`src/rtl/utf8sdc_pkg.sv`:
```
// ----------------------------------------------------------------------------
// utf8sdc_pkg
// Shared types, field widths and decode constants for the UTF-8 stream
// decoder with code point and character counters.
// ----------------------------------------------------------------------------
`default_nettype none

package utf8sdc_pkg;

    // field widths
    localparam int BYTE_W     = 8;
    localparam int CP_W       = 21;
    localparam int LEN_W      = 3;
    localparam int PEND_W     = 2;
    localparam int OUT_CNT_W  = 16;

    // default width of the offset and counter registers
    localparam int COUNT_BITS_DEFAULT = 16;

    // payload masks for continuation and lead bytes
    localparam logic [BYTE_W-1:0] MASK_CONT  = 8'h3f;
    localparam logic [BYTE_W-1:0] MASK_TWO   = 8'h1f;
    localparam logic [BYTE_W-1:0] MASK_THREE = 8'h0f;
    localparam logic [BYTE_W-1:0] MASK_FOUR  = 8'h07;
    localparam logic [BYTE_W-1:0] MASK_ONE   = 8'h7f;

    // top bits of a continuation byte, and lead byte high nibbles
    localparam logic [1:0] CONT_TAG     = 2'b10;
    localparam logic [3:0] NIB_TWO_LO   = 4'hc;
    localparam logic [3:0] NIB_THREE    = 4'he;
    localparam logic [3:0] NIB_FOUR     = 4'hf;

    // sequence lengths
    localparam logic [LEN_W-1:0] LEN_ONE   = 3'd1;
    localparam logic [LEN_W-1:0] LEN_TWO   = 3'd2;
    localparam logic [LEN_W-1:0] LEN_THREE = 3'd3;
    localparam logic [LEN_W-1:0] LEN_FOUR  = 3'd4;

    // combining mark ranges, lower bound inclusive, upper bound exclusive
    localparam logic [CP_W-1:0] MARK0_LO = 21'h00300;
    localparam logic [CP_W-1:0] MARK0_HI = 21'h00370;
    localparam logic [CP_W-1:0] MARK1_LO = 21'h01ab0;
    localparam logic [CP_W-1:0] MARK1_HI = 21'h01b00;
    localparam logic [CP_W-1:0] MARK2_LO = 21'h01dc0;
    localparam logic [CP_W-1:0] MARK2_HI = 21'h01e00;
    localparam logic [CP_W-1:0] MARK3_LO = 21'h020d0;
    localparam logic [CP_W-1:0] MARK3_HI = 21'h02100;
    localparam logic [CP_W-1:0] MARK4_LO = 21'h0fe20;
    localparam logic [CP_W-1:0] MARK4_HI = 21'h0fe30;

    // one input item held in the input register
    typedef struct packed {
        logic              valid;
        logic [BYTE_W-1:0] data_byte;
        logic              string_start;
    } in_item_t;

    // one result item
    typedef struct packed {
        logic [OUT_CNT_W-1:0] character_total;
        logic [OUT_CNT_W-1:0] codepoint_total;
        logic [OUT_CNT_W-1:0] start_offset;
        logic                 bad_start;
        logic                 is_diacritic;
        logic [LEN_W-1:0]     sequence_length;
        logic [CP_W-1:0]      code_point;
    } result_t;

    // combining diacritic range check
    function automatic logic is_mark(input logic [CP_W-1:0] v);
        is_mark = (v >= MARK0_LO && v < MARK0_HI) ||
                  (v >= MARK1_LO && v < MARK1_HI) ||
                  (v >= MARK2_LO && v < MARK2_HI) ||
                  (v >= MARK3_LO && v < MARK3_HI) ||
                  (v >= MARK4_LO && v < MARK4_HI);
    endfunction

endpackage

`default_nettype wire

```
`src/rtl/utf8sdc_in_stage.sv`:
```
// ----------------------------------------------------------------------------
// utf8sdc_in_stage
// Input register: holds one accepted byte until the decode stage takes it.
// ----------------------------------------------------------------------------
`default_nettype none

module utf8sdc_in_stage
    import utf8sdc_pkg::*;
(
    input  wire logic              clk,
    input  wire logic              rst_n,
    input  wire logic              s_tvalid,
    output logic                   s_tready,
    input  wire logic [BYTE_W-1:0] s_tdata,  // data_byte
    input  wire logic [0:0]        s_tuser,  // string_start
    input  wire logic              take,
    output in_item_t               item
);

    logic              valid_reg;
    logic [BYTE_W-1:0] byte_reg;
    logic              start_reg;
    logic              load;

    // room when empty or when the held byte moves on this cycle
    assign s_tready = !valid_reg || take;
    assign load     = s_tvalid && s_tready;

    // valid flag
    always_ff @(posedge clk or negedge rst_n)
    begin
        if (!rst_n)
        begin
            valid_reg <= 1'b0;
        end
        else if (load)
        begin
            valid_reg <= 1'b1;
        end
        else if (take)
        begin
            valid_reg <= 1'b0;
        end
    end

    // payload
    always_ff @(posedge clk)
    begin
        if (load)
        begin
            byte_reg  <= s_tdata;
            start_reg <= s_tuser[0];
        end
    end

    assign item.valid        = valid_reg;
    assign item.data_byte    = byte_reg;
    assign item.string_start = start_reg;

endmodule

`default_nettype wire

```
`src/rtl/utf8sdc_core.sv`:
```
// ----------------------------------------------------------------------------
// utf8sdc_core
// Decode state, per-byte decode logic and the result register.
// ----------------------------------------------------------------------------
`default_nettype none

module utf8sdc_core
    import utf8sdc_pkg::*;
#(
    parameter int COUNT_BITS = COUNT_BITS_DEFAULT
)
(
    input  wire logic     clk,
    input  wire logic     rst_n,
    input  in_item_t      item,
    output logic          take,
    output logic          res_valid,
    input  wire logic     res_ready,
    output result_t       res
);

    localparam logic [COUNT_BITS-1:0] CNT_MAX = '1;

    // decode state
    logic [PEND_W-1:0]     pend_reg,    pend_next;
    logic [LEN_W-1:0]      len_reg,     len_next;
    logic [CP_W-1:0]       partial_reg, partial_next;
    logic [COUNT_BITS-1:0] pos_reg,     pos_next;
    logic [COUNT_BITS-1:0] sstart_reg,  sstart_next;
    logic [COUNT_BITS-1:0] cp_cnt_reg,  cp_cnt_next;
    logic [COUNT_BITS-1:0] ch_cnt_reg,  ch_cnt_next;

    // result register
    logic    out_valid_reg;
    result_t out_reg;
    logic    has_result;
    result_t res_next;

    // state as seen by this byte, after an optional string start clear
    logic [PEND_W-1:0]     pend_cur;
    logic [LEN_W-1:0]      len_cur;
    logic [CP_W-1:0]       partial_cur;
    logic [COUNT_BITS-1:0] pos_cur;
    logic [COUNT_BITS-1:0] sstart_cur;
    logic [COUNT_BITS-1:0] cp_cnt_cur;
    logic [COUNT_BITS-1:0] ch_cnt_cur;

    logic [BYTE_W-1:0] b;
    logic [CP_W-1:0]   cont_ext;
    logic [PEND_W-1:0] pend_dec;
    logic              done;
    logic              bad;
    logic              mark;

    // advance when a byte is held and the result slot is free or draining
    assign take = item.valid && (!out_valid_reg || res_ready);

    assign b           = item.data_byte;
    assign pend_cur    = item.string_start ? '0 : pend_reg;
    assign len_cur     = item.string_start ? '0 : len_reg;
    assign partial_cur = item.string_start ? '0 : partial_reg;
    assign pos_cur     = item.string_start ? '0 : pos_reg;
    assign sstart_cur  = item.string_start ? '0 : sstart_reg;
    assign cp_cnt_cur  = item.string_start ? '0 : cp_cnt_reg;
    assign ch_cnt_cur  = item.string_start ? '0 : ch_cnt_reg;

    assign pend_dec = pend_cur - 1'b1;
    assign cont_ext = {{(CP_W-BYTE_W){1'b0}}, b & MASK_CONT};

    // byte decode and state update
    always_comb
    begin
        pend_next    = pend_cur;
        len_next     = len_cur;
        partial_next = partial_cur;
        sstart_next  = sstart_cur;
        pos_next     = (pos_cur == CNT_MAX) ? pos_cur : pos_cur + 1'b1;
        done         = 1'b0;
        bad          = 1'b0;

        if (pend_cur != '0)
        begin
            // continuation inside a sequence, placed by bytes still to come
            pend_next = pend_dec;
            case (pend_dec)
                2'd2:    partial_next = partial_cur | (cont_ext << 12);
                2'd1:    partial_next = partial_cur | (cont_ext << 6);
                default: partial_next = partial_cur | cont_ext;
            endcase
            done = (pend_dec == '0);
        end
        else if (b[7:6] == CONT_TAG)
        begin
            // stray continuation byte
            bad = 1'b1;
        end
        else
        begin
            // lead byte
            sstart_next = pos_cur;
            if (b[7:4] == NIB_FOUR)
            begin
                len_next     = LEN_FOUR;
                pend_next    = 2'd3;
                partial_next = {{(CP_W-BYTE_W){1'b0}}, b & MASK_FOUR} << 18;
            end
            else if (b[7:4] == NIB_THREE)
            begin
                len_next     = LEN_THREE;
                pend_next    = 2'd2;
                partial_next = {{(CP_W-BYTE_W){1'b0}}, b & MASK_THREE} << 12;
            end
            else if (b[7:4] >= NIB_TWO_LO)
            begin
                len_next     = LEN_TWO;
                pend_next    = 2'd1;
                partial_next = {{(CP_W-BYTE_W){1'b0}}, b & MASK_TWO} << 6;
            end
            else
            begin
                len_next     = LEN_ONE;
                pend_next    = 2'd0;
                partial_next = {{(CP_W-BYTE_W){1'b0}}, b & MASK_ONE};
                done         = 1'b1;
            end
        end
    end

    // counters and result fields
    assign mark = is_mark(partial_next);

    always_comb
    begin
        cp_cnt_next = cp_cnt_cur;
        ch_cnt_next = ch_cnt_cur;
        if (done)
        begin
            cp_cnt_next = (cp_cnt_cur == CNT_MAX) ? cp_cnt_cur : cp_cnt_cur + 1'b1;
            if (!mark)
            begin
                ch_cnt_next = (ch_cnt_cur == CNT_MAX) ? ch_cnt_cur : ch_cnt_cur + 1'b1;
            end
        end
    end

    assign has_result = done || bad;

    always_comb
    begin
        res_next.code_point      = bad ? '0 : partial_next;
        res_next.sequence_length = bad ? '0 : len_next;
        res_next.is_diacritic    = bad ? 1'b0 : mark;
        res_next.bad_start       = bad;
        res_next.start_offset    = bad ? OUT_CNT_W'(pos_cur) : OUT_CNT_W'(sstart_next);
        res_next.codepoint_total = OUT_CNT_W'(cp_cnt_next);
        res_next.character_total = OUT_CNT_W'(ch_cnt_next);
    end

    // state registers
    always_ff @(posedge clk or negedge rst_n)
    begin
        if (!rst_n)
        begin
            pend_reg    <= '0;
            len_reg     <= '0;
            partial_reg <= '0;
            pos_reg     <= '0;
            sstart_reg  <= '0;
            cp_cnt_reg  <= '0;
            ch_cnt_reg  <= '0;
        end
        else if (take)
        begin
            pend_reg    <= pend_next;
            len_reg     <= len_next;
            partial_reg <= partial_next;
            pos_reg     <= pos_next;
            sstart_reg  <= sstart_next;
            cp_cnt_reg  <= cp_cnt_next;
            ch_cnt_reg  <= ch_cnt_next;
        end
    end

    // result valid flag
    always_ff @(posedge clk or negedge rst_n)
    begin
        if (!rst_n)
        begin
            out_valid_reg <= 1'b0;
        end
        else if (take)
        begin
            out_valid_reg <= has_result;
        end
        else if (res_ready)
        begin
            out_valid_reg <= 1'b0;
        end
    end

    // result payload
    always_ff @(posedge clk)
    begin
        if (take && has_result)
        begin
            out_reg <= res_next;
        end
    end

    assign res_valid = out_valid_reg;
    assign res       = out_reg;

endmodule

`default_nettype wire

```
`src/rtl/utf8_stream_decoder_counter.sv`:
```
// ----------------------------------------------------------------------------
// utf8_stream_decoder_counter
// UTF-8 byte stream decoder emitting code points with offsets, a combining
// mark flag and saturating code point and character totals.
// ----------------------------------------------------------------------------
//  channel  dir  tdata (low bit up)                         tuser
//  s_*      in   data_byte[7:0]                             string_start
//  m_*      out  code_point[20:0] sequence_length[23:21]    is_diacritic[0]
//                start_offset[39:24] codepoint_total[55:40] bad_start[1]
//                character_total[71:56]
//
//  one byte per cycle sustained while m_tready does not stall; after its last
//  byte is accepted a result passes the input register, then the result register
//  bytes inside a sequence and bytes that finish nothing give no transaction
//  rst_n clears the decode state, offset, counters and both valid flags
//  a stall on m_tready holds the result and backs up through the input register
// ----------------------------------------------------------------------------
`default_nettype none

module utf8_stream_decoder_counter
    import utf8sdc_pkg::*;
#(
    parameter int COUNT_BITS = COUNT_BITS_DEFAULT
)
(
    input  wire logic        clk,
    input  wire logic        rst_n,
    input  wire logic        s_tvalid,
    output logic             s_tready,
    input  wire logic [7:0]  s_tdata,   // data_byte
    input  wire logic [0:0]  s_tuser,   // string_start
    output logic             m_tvalid,
    input  wire logic        m_tready,
    output logic [71:0]      m_tdata,   // code_point, sequence_length,
                                        // start_offset, codepoint_total,
                                        // character_total
    output logic [1:0]       m_tuser    // is_diacritic, bad_start
);

    in_item_t item;
    logic     take;
    result_t  res;

    // input register
    utf8sdc_in_stage u_in_stage (
        .clk      (clk),
        .rst_n    (rst_n),
        .s_tvalid (s_tvalid),
        .s_tready (s_tready),
        .s_tdata  (s_tdata),
        .s_tuser  (s_tuser),
        .take     (take),
        .item     (item)
    );

    // decode and result register
    utf8sdc_core #(
        .COUNT_BITS (COUNT_BITS)
    ) u_core (
        .clk       (clk),
        .rst_n     (rst_n),
        .item      (item),
        .take      (take),
        .res_valid (m_tvalid),
        .res_ready (m_tready),
        .res       (res)
    );

    // output packing
    assign m_tdata = {res.character_total, res.codepoint_total, res.start_offset,
                      res.sequence_length, res.code_point};
    assign m_tuser = {res.bad_start, res.is_diacritic};

endmodule

`default_nettype wire

```
`config.mk`:
```
export PLATFORM = sky130hd
export DESIGN_NAME = utf8_stream_decoder_counter
export DESIGN_NICKNAME = d
export VERILOG_FILES = /design/src/rtl/utf8sdc_pkg.sv /design/src/rtl/utf8sdc_in_stage.sv /design/src/rtl/utf8sdc_core.sv /design/src/rtl/utf8_stream_decoder_counter.sv
export SDC_FILE = /design/constraint.sdc
export NUM_CORES = 1
export LEC_CHECK = 0
export BUFFER_PORTS_ARGS = -buffer_cell sky130_fd_sc_hd__buf_4
export CAP_MARGIN = 5
export CORE_MARGIN = 1.5
export CORE_UTILIZATION = 60
export DETAILED_ROUTE_END_ITERATION = 12
export PLACE_DENSITY = 0.82
export SLEW_MARGIN = 10
export SYNTH_ARGS = -nofsm -noshare
export SYNTH_HDL_FRONTEND = slang
export SYNTH_SLANG_ARGS = --single-unit
```
`constraint.sdc`:
```
create_clock -name clk -period 8.1 [get_ports clk]
set_clock_uncertainty 0.1 [all_clocks]
set_input_delay 0.405 -clock clk [delete_from_list [all_inputs] [get_ports clk]]
set_output_delay 0.405 -clock clk [all_outputs]
set_load 0.02 [all_outputs]
```
==> impl_metrics.yaml, run 1 <==
synth:
  syn-instance-count: 910
  ys_warn_count: 0
  avgSynthCellArea_um2: 9.87
  synth-edff-count: 83
  netlist_area_mm2: 0.00899
  yosysSeqAreaShare: 0.534
  syn_nets: 926
  ys_async_sr_fraction: 0.526
  ys_ff_latch: 175
  ys.flop_type: "dfrtp_1"
  ys_types: 80
timing:
  slew_viol_final: 0
  max_freq_mhz: 230
  tns_ps: 0
  relSlewSlack: 0.185
  rsz0062_at_grt: "false"
  setup_viol: 0
  hold_violations: 0
  finalCritPeriodShare: 0.537
  fin_crit_ps: 4350
  worstMarginPinSlew_ps: 1220
critical_path:
  worstPathRequired_ps: 8180
  rrSetupSlack_ps: 3750
  start_kind: "flip-flop"
  cp_data_arrival_time_ps: 4430
  path_class: "reg -> reg"
  cp_max_fo: 71
  crit_path_end_kind: "flip-flop"
pwr:
  power.density_mw_per_mm2: 258
  peakVddDrop_mv: 0.181
  leakage_uw: 0.00413
routing:
  drt-wirelength-per-cell_um: 18.3
  drt-pass1-iter-count: 5
  ant_nets: 0
  vias: 7307
  wl_um: 21300
  drc: 0
  via_per_inst: 6.28
  drt_iter0_drc: 808
min_path:
  hold_class: "in -> reg"
clock_tree:
  root_buffer: "clkbuf_16"
  tritoncts: "built"
  clockBufferDepth: 2
  cts-resized-gates: 0
  clk_latency_ps: 430
  htreeDepth: 4
  cts.clk_slew.worst_paths_ps: 60
  cts_setup_buffers: 0
  cts_buffers: 17
  clock-sinks: 175
cells_and_area:
  area_delta_synth_final_pct: 14.9
  final_nets: 983
  largest_reg_flops: 74
  utilization: 0.708
  fin_area_mm2: 0.0103
  regArea_mm2: 0.00479
  nFillCells: 1066
  drive_above_1_share: 0.156
  diodes: 0
  multi_input_area_mm2: 0.00388
run:
  cap_violations: 0
global_route:
  grt_start_max_net_pins: 94
  track_usage: 0.277
  grt_pass1_wl_um: 34800
  grt-ovfl-total: 0
  antenna_found_initial: 0
  first_global_vias: 6858
place:
  placed_area_mm2: 0.00969
  dp_hpwl_um: 13400
  routabilityCongestion: 0.942
  io_buffers: 88
die:
  fp-row-count: 44
  start_util: 0.616
  die_height_um: 125
  dieArea_mm2: 0.0157
  die_w_um: 125
  io_pins: 89
  coreArea_mm2: 0.0146
outcome:
  status: "finished clean"
## critical path, stage by stage (launching register included)
cell and delay (ps):
edfxtp_1 320, buf_4 510, inv_1 630, o211a_1 330, a2111oi_0 350, nor4b_1 290
nand4b_1 610, and2_1 430, nand3_2 130, mux2_1 320
## layout make-up
| type | instances | share of cell area |
|---|---|---|
| clock buffers | 23 | 0.0453 |
| multi-input cells | 662 | 0.376 |
| repair buffers | 99 | 0.0722 |
| well taps | 184 | 0.0223 |
| inverters | 12 | 0.00436 |
| flip-flops and latches | 175 | 0.464 |
| clock inverters | 9 | 0.0151 |
## final timing paths
path / from / depth (start not counted) / endpoint
worst min register to register: u_core.cp_cnt_reg[1] / 2 / u_core.cp_cnt_reg[1]
worst max register to register: u_in_stage.start_reg / 9 / u_core.res[59]
worst max-delay path: u_in_stage.start_reg / 9 / u_core.res[59]
max in group asynchronous: rst_n / 3 / u_core.partial_reg[1]
worst min-delay path: s_tuser / 1 / u_in_stage.start_reg
min in group asynchronous: rst_n / 2 / u_core.cp_cnt_reg[5]
## metrics by stage
step                power (uW)  setup slack, ps  hold slack, ps  instances
floorplan                 1600             3100            9.41        910
detailed placement        1800             3900             339       1131
global route              2780             3510            35.8       1164
finish                    2660             3750            49.3       1164
CTS                       2670             3870            39.3       1164
global placement          1780             3980             336       1131
## cells in the final DEF, fill, tap and decap left out, types with 17 or more instances in the layout
cell / instances
a21oi_1: 39
a22oi_1: 29
buf_4: 98
clkbuf_16: 17
dfrtp_1: 92
edfxtp_1: 83
nand2_1: 169
nand3_1: 17
nor2_1: 66
nor2b_1: 25
o21ai_0: 59
xnor2_1: 17
## report_power, final
part	internal, uW	switching [uW]
clock	534	335
combinational	212	367
sequential	1090	125
total	1840	827
## cell usage after synthesis (5+ instances only)
cell type	instances	area, um^2
a22o_1	11	96.3
a211oi_1	6	45.0
inv_1	12	45.0
nand3b_1	6	45.0
a32o_1	5	50.1
or3_1	14	87.6
a221o_1	5	50.1
nand3_1	17	85.1
nor3_1	12	60.1
nand2b_1	9	56.3
nor4_1	9	56.3
a31oi_1	8	50.1
and3_1	13	81.3
xor2_1	10	87.6
o31ai_1	13	97.6
nor2b_1	25	156
clkbuf_1	36	135
o211ai_1	11	82.6
xnor2_1	17	149
a22oi_1	29	218
nand4_1	12	75.1
buf_1	10	37.5
a21oi_1	39	195
edfxtp_1	83	2490
dfrtp_1	92	2300
and2_1	10	62.6
mux2i_1	6	60.1
nor2_1	67	251
o21ai_0	59	295
buf_2	11	55.1
nand2_1	170	638
## cells by family (layout without fill, tap and decap cells)
| group | after synthesis | count (layout) | share of synthesized area |
|---|---|---|---|
| AND/OR/NAND/NOR | 396 | 396 | 0.214 |
| AO/OA/AOI/OAI | 227 | 227 | 0.176 |
| flip-flops | 175 | 175 | 0.534 |
| buffers and inverters | 73 | 143 | 0.0354 |
| XOR/XNOR | 27 | 27 | 0.0263 |
| multiplexers | 9 | 9 | 0.0104 |
| adder cells (fa/ha/maj) | 3 | 3 | 0.00418 |
## routing by layer
layer  routed length, um  track usage  share of wire  vias up
li1                    -            -              -     3423
met1                9230        0.390           0.43     3549
met2               10200        0.440           0.48      304
met3                1580       0.0612          0.074       31
met4                 282       0.0769          0.013        0
met5                   0            0              0        -
## what timing repair did
action | 4_1_cts | 5_1_grt
setup endpoints to repair | 0 | 0
hold buffers | 1 | 0
endpoints found under the hold margin | 39 | 0
No activity file was read; power rests on OpenSTA's default activity.
==> inputs of run 2 (changes only) <==
==> constraint.sdc (replaced) <==
create_clock -name clk -period 4.35 [get_ports clk]
set_clock_uncertainty 0.1 [all_clocks]
set_input_delay 0.2175 -clock clk [delete_from_list [all_inputs] [get_ports clk]]
set_output_delay 0.2175 -clock clk [all_outputs]
set_load 0.02 [all_outputs]
==> run 2 against run 1 <==
Die area stayed put; core utilization is 1.0 points higher; cell count is 2.1% higher; critical path depth is 1 higher; sequential power is 85% higher; final area is 1.5% higher; clock power is 69% higher; largest cell class unchanged; largest power group unchanged; highest routed layer unchanged.
==> impl_metrics.yaml, run 2 (same netlist as run 1, synthesis figures left out) <==
cells_and_area:
  largest_reg_flops: 74
  final_nets: 1007
  drive_above_1_share: 0.168
  diodes: 0
  final_cells: 1188
  area_delta_synth_final_pct: 16.6
  final_common_cell: "nand2_1"
  layout_common_cells: "nand2_1 (169), buf_4 (111), dfrtp_1 (92)"
critical_path:
  path_cells: "buf_4 -> nor3b_1 -> and2_1 -> a2111oi_0 -> nor4b_1 -> nand4b_1 -> buf_4 -> o211a_1 -> and3_1 -> xnor2_1"
  worst-path-buf-inv: 2
  path_class: "reg -> reg"
  regToRegStartpoint: "u_in_stage.start_reg"
  r2r_cells: 10
  rrSetupSlack_ps: 660
  crit_slowest_cell: "edfxtp_1"
  start_kind: "flip-flop"
  worstPathRequired_ps: 4430
  cp_max_fo: 34
  crit_path_end_kind: "flip-flop"
  cp_data_arrival_time_ps: 3780
  slowest_delay_ps: 660
  timing.rr.end: "u_core.res[72]"
  crit_path_frequent_cell: "buf_4"
  critPathLaunch: "u_in_stage.start_reg"
  crit_family: "simple AND/OR/NAND/NOR gates"
place:
  routabilityCongestion: 0.978
  place_ws_ps: 753
  dp_cells: 1144
  dp_hpwl_um: 14300
  io_buffers: 88
global_route:
  grt-ovfl-total: 0
  first_global_vias: 7003
  track_usage: 0.287
  grt_pass1_wl_um: 35900
  antenna_found_initial: 0
  grt_start_max_net_pins: 60
routing:
  drt-wirelength-per-cell_um: 18.6
  ant_nets: 0
  wl_um: 22100
  drc: 0
  drt_iter0_drc: 909
  drt-met1-wl_um: 9490
  routed.top_layer: "met4"
  vias: 7359
  drt-pass1-iter-count: 5
  via_per_inst: 6.19
  wl_met3_um: 1600
  dr_wl_met2_um: 10500
timing:
  hold_ws_ps: 83.0
  setup_viol: 0
  max_freq_mhz: 271
  worstMarginPinSlew_ps: 1240
  rsz0062_at_grt: "false"
  relSlewSlack: 0.169
  slew_viol_final: 0
  fin_crit_ps: 3690
  finalCritPeriodShare: 0.849
  setup_ws_ps: 656
  hold_violations: 0
  tns_ps: 0
pwr:
  peakVddDrop_mv: 0.443
  leakage_uw: 0.00420
  finalPower_uw: 4840
  power.density_mw_per_mm2: 462
min_path:
  holdPathEnd: "u_core.res_valid"
  hold_class: "in -> reg"
  hp-start: "m_tready"
  min_path_cells: 3
clock_tree:
  clockBufferDepth: 2
  tritoncts: "built"
  htreeDepth: 4
  clock-sinks: 175
  root_buffer: "clkbuf_16"
  cts_buffers: 17
  cts.clk_slew.worst_paths_ps: 60
  clk_latency_ps: 440
die:
  coreArea_mm2: 0.0146
  fp-row-count: 44
  io_pins: 89
  dieArea_mm2: 0.0157
  die_height_um: 125
  die_w_um: 125
  start_util: 0.616
run:
  cap_violations: 0
outcome:
  status: "finished clean"
run 2: repair_timing:
| action | 4_1_cts | 5_1_grt |
|---|---|---|
| buffers inserted | 0 | 0 |
| gates resized for setup | 0 | 0 |
| endpoints found under the hold margin | 68 | 0 |
| hold buffers | 12 | 0 |
run 2: power breakdown:
group          internal, uW  switching (uW)  leakage (uW)
sequential             2030             230       0.00204
combinational           415             694       0.00189
clock                   821             650      0.000273
run 2: cell type report:
class,instances,area [um^2]
Tap cell,184,230
Sequential cell,175,4790
Inverter,12,45.0
Fill cell,1057,4110
Timing Repair Buffer,123,953
Multi-Input combinational cell,662,3880
Clock buffer,20,457
Clock inverter,12,111
run 2: per-layer routing:
metal / track usage / vias to the layer above
met3: 0.0608 / 43
met4: 0.0822 / 0
met2: 0.461 / 325
met5: 0 / -
met1: 0.398 / 3511
li1: - / 3480
run 2: tightest hold or removal path: stages:
cell      delay, ps
buf_4            80
nand2b_1        150
o21ai_0         120
run 2: how the worst max path moves through the flow:
stage | endpoint | slack, ps | cells past startpoint
2_1_floorplan | u_core.res[0] | 600 | 6
3_3_place_gp | u_core.res[59] | 800 | 8
3_5_place_dp | u_core.res[72] | 750 | 10
4_1_cts | u_core.res[72] | 740 | 10
5_1_grt | u_core.res[71] | 480 | 10
6_report | u_core.res[72] | 660 | 10
run 2: through the flow:
step / area (um^2) / util
after global routing: 10500 / 0.718
after floorplan: 8990 / -
after detailed placement: 9790 / 0.671
after global placement: 9790 / 0.671
after CTS: 10500 / 0.718
final: 10500 / 0.718
==> inputs of run 3 (changes only) <==
--- a/config.mk
+++ b/config.mk
@@ -5,6 +5,7 @@
 export SDC_FILE = /design/constraint.sdc
 export NUM_CORES = 1
 export LEC_CHECK = 0
+export ABC_AREA = 1
 export BUFFER_PORTS_ARGS = -buffer_cell sky130_fd_sc_hd__buf_4
 export CAP_MARGIN = 5
 export CORE_MARGIN = 1.5
==> constraint.sdc (replaced) <==
create_clock -name clk -period 3.65 [get_ports clk]
set_clock_uncertainty 0.1 [all_clocks]
set_input_delay 0.1825 -clock clk [delete_from_list [all_inputs] [get_ports clk]]
set_output_delay 0.1825 -clock clk [all_outputs]
set_load 0.02 [all_outputs]
==> run 3 against run 2 <==
Largest cell class unchanged; register-to-register slack worse by 240 ps; critical endpoint unchanged; wire length down 0.58%; largest power group unchanged; sequential share of layout area down 0.17 points; cell count up 14%; maximum frequency up 14%; synthesized cell count up 18%; critical path type unchanged; global-route usage up 0.43 points; area after synthesis down 0.63%.
==> impl_metrics.yaml, run 3 <==
critical_path:
  crit_family: "simple AND/OR/NAND/NOR gates"
  start_kind: "flip-flop"
  path_class: "reg -> reg"
  worstPathRequired_ps: 3750
  crit_path_frequent_cell: "nand2_1"
  path_cells: "buf_4 -> nor2_1 -> ha_1 -> inv_1 -> nor3_1 -> nand2_1 -> nor3_1 -> nand3_1 -> nand2_1 -> inv_1 -> nand3_4 -> inv_2 -> nand2_1 -> nand2_1 -> and2_1"
  crit_slowest_cell: "edfxtp_1"
  crit_path_end_kind: "flip-flop"
  worst-path-stages: 15
  r2r_cells: 15
  slowest_delay_ps: 430
  cp_max_fo: 34
  worst-path-buf-inv: 4
  cp_data_arrival_time_ps: 3330
place:
  io_buffers: 88
  dp_hpwl_um: 14500
  routabilityCongestion: 0.960
timing:
  finalCritPeriodShare: 0.885
  max_freq_mhz: 310
  tns_ps: 0
  slew_viol_final: 0
  setup_viol: 0
  hold_violations: 0
  fin_crit_ps: 3230
  rsz0062_at_grt: "false"
  worstMarginPinSlew_ps: 677
  relSlewSlack: 0.547
die:
  dieArea_mm2: 0.0156
  coreArea_mm2: 0.0145
  start_util: 0.614
  fp-row-count: 44
  io_pins: 89
  die_height_um: 125
  die_w_um: 125
synth:
  syn_nets: 1086
  synth-edff-count: 83
  synth_area_leaders: "edfxtp_1 (28%), dfrtp_1 (26%), nand2_1 (12%)"
  netlist_area_mm2: 0.00893
  synth_top_area_cell: "edfxtp_1"
  ys_warn_count: 0
  syn-instance-count: 1070
  yosysMostFrequentCell: "nand2_1"
  yosysSeqAreaShare: 0.537
  netlist.area_leader.share: 0.279
  ys_types: 44
  ys_ff_latch: 175
  ys_async_sr_fraction: 0.526
  ys.flop_type: "dfrtp_1"
  netlist_top_cells_count: "nand2_1 (296), inv_1 (133), nor2_1 (118), dfrtp_1 (92), o21ai_0 (90)"
  avgSynthCellArea_um2: 8.35
min_path:
  min_path_cells: 4
  hold_class: "in -> reg"
cells_and_area:
  final_common_cell: "nand2_1"
  nFillCells: 1085
  layout_common_cells: "nand2_1 (295), inv_1 (132), nor2_1 (117)"
  largest_reg_flops: 74
  drive_above_1_share: 0.142
  diodes: 0
  final_nets: 1178
  area_delta_synth_final_pct: 17.8
outcome:
  status: "finished clean"
clock_tree:
  cts_buffers: 17
  root_buffer: "clkbuf_16"
  tritoncts: "built"
  cts.clk_slew.worst_paths_ps: 60
  cts_setup_buffers: 0
  clock-sinks: 175
  cts-resized-gates: 0
  htreeDepth: 4
  clk_latency_ps: 440
  clockBufferDepth: 2
global_route:
  first_global_vias: 7110
  grt_pass1_wl_um: 35700
  grt_start_max_net_pins: 60
  track_usage: 0.291
  grt-ovfl-total: 0
  antenna_found_initial: 0
routing:
  drt_iter0_drc: 1110
  drt-pass1-iter-count: 8
  vias: 7573
  wl_um: 21900
  ant_nets: 0
  via_per_inst: 5.57
  drc: 0
  drt-wirelength-per-cell_um: 16.1
pwr:
  power.density_mw_per_mm2: 607
  leakage_uw: 0.00462
  finalPower_uw: 6390
  peakVddDrop_mv: 0.388
run:
  cap_violations: 0
## run 3: cell count changes after synthesis, sizes merged, moves of 14 or more
cell	previous run	this run
nor2b	26	0
nand3	18	75
nand2	170	303
o21ai	59	100
a21oi	41	11
inv	12	142
or3	14	0
a22oi	29	2
nor2	69	128
## run 3: worst paths after layout
check | slack (ps) | end | start
max | 420 | u_core.res[72] | u_in_stage.start_reg
min in group asynchronous | 180 | u_core.partial_reg[2] | rst_n
min | 70 | u_core.res_valid | m_tready
max reg2reg | 420 | u_core.res[72] | u_in_stage.start_reg
max in group asynchronous | 2470 | u_in_stage.valid_reg | rst_n
min reg2reg | 380 | u_core.ch_cnt_reg[10] | u_core.ch_cnt_reg[10]
## run 3: cells by family (layout without fill, tap and decap cells)
logic type,Yosys count,in the layout,share of synthesized area
compound gates,128,128,0.0797
xor+xnor,30,30,0.0294
fa+ha+maj,3,3,0.00420
buf+inv,182,287,0.0821
flops,175,175,0.537
simple gates,552,552,0.268
## run 3: stage by stage
step,setup slack (ps),hold WS (ps),cells,area [um^2],util
after floorplan,75.5,-213,1070,8930,-
after global placement,556,97.3,1315,9740,0.670
after detailed placement,484,101,1315,9740,0.670
after CTS,445,38.1,1359,10500,0.723
after global routing,167,75.0,1359,10500,0.723
final,420,65.8,1359,10500,0.723
## run 3: worst register-to-register path: cells and delay by family (launching register included)
family / cells / cell delay [ps]
flops: 1 / 430
simple gates: 10 / 1710
buf+inv: 4 / 550
fa+ha+maj: 1 / 210
## run 3: cell type report
type | instances | area, um^2 | area share
repair buffers | 112 | 883 | 0.0840
flip-flops and latches | 175 | 4790 | 0.456
clock inverters | 11 | 185 | 0.0176
well taps | 184 | 230 | 0.0219
multi-input cells | 713 | 3410 | 0.324
inverters | 143 | 539 | 0.0513
clock buffers | 21 | 470 | 0.0447
## run 3: what timing repair did
item,CTS,global route
hold buffers,12,0
endpoints found under the setup margin,0,0
endpoints found under the hold margin,44,0
## run 3: where the power goes
part	switching (uW)	internal, uW
combinational	1200	519
sequential	174	2470
clock	758	1270
total	2130	4260
## run 3: per-layer routing
| layer | GRT usage | vias to the layer above | routed length, um |
|---|---|---|---|
| met5 | 0 | - | 0 |
| met4 | 0.117 | 0 | 590 |
| met3 | 0.0616 | 61 | 1550 |
| met2 | 0.457 | 371 | 10300 |
| met1 | 0.400 | 3528 | 9520 |
| li1 | - | 3613 | - |
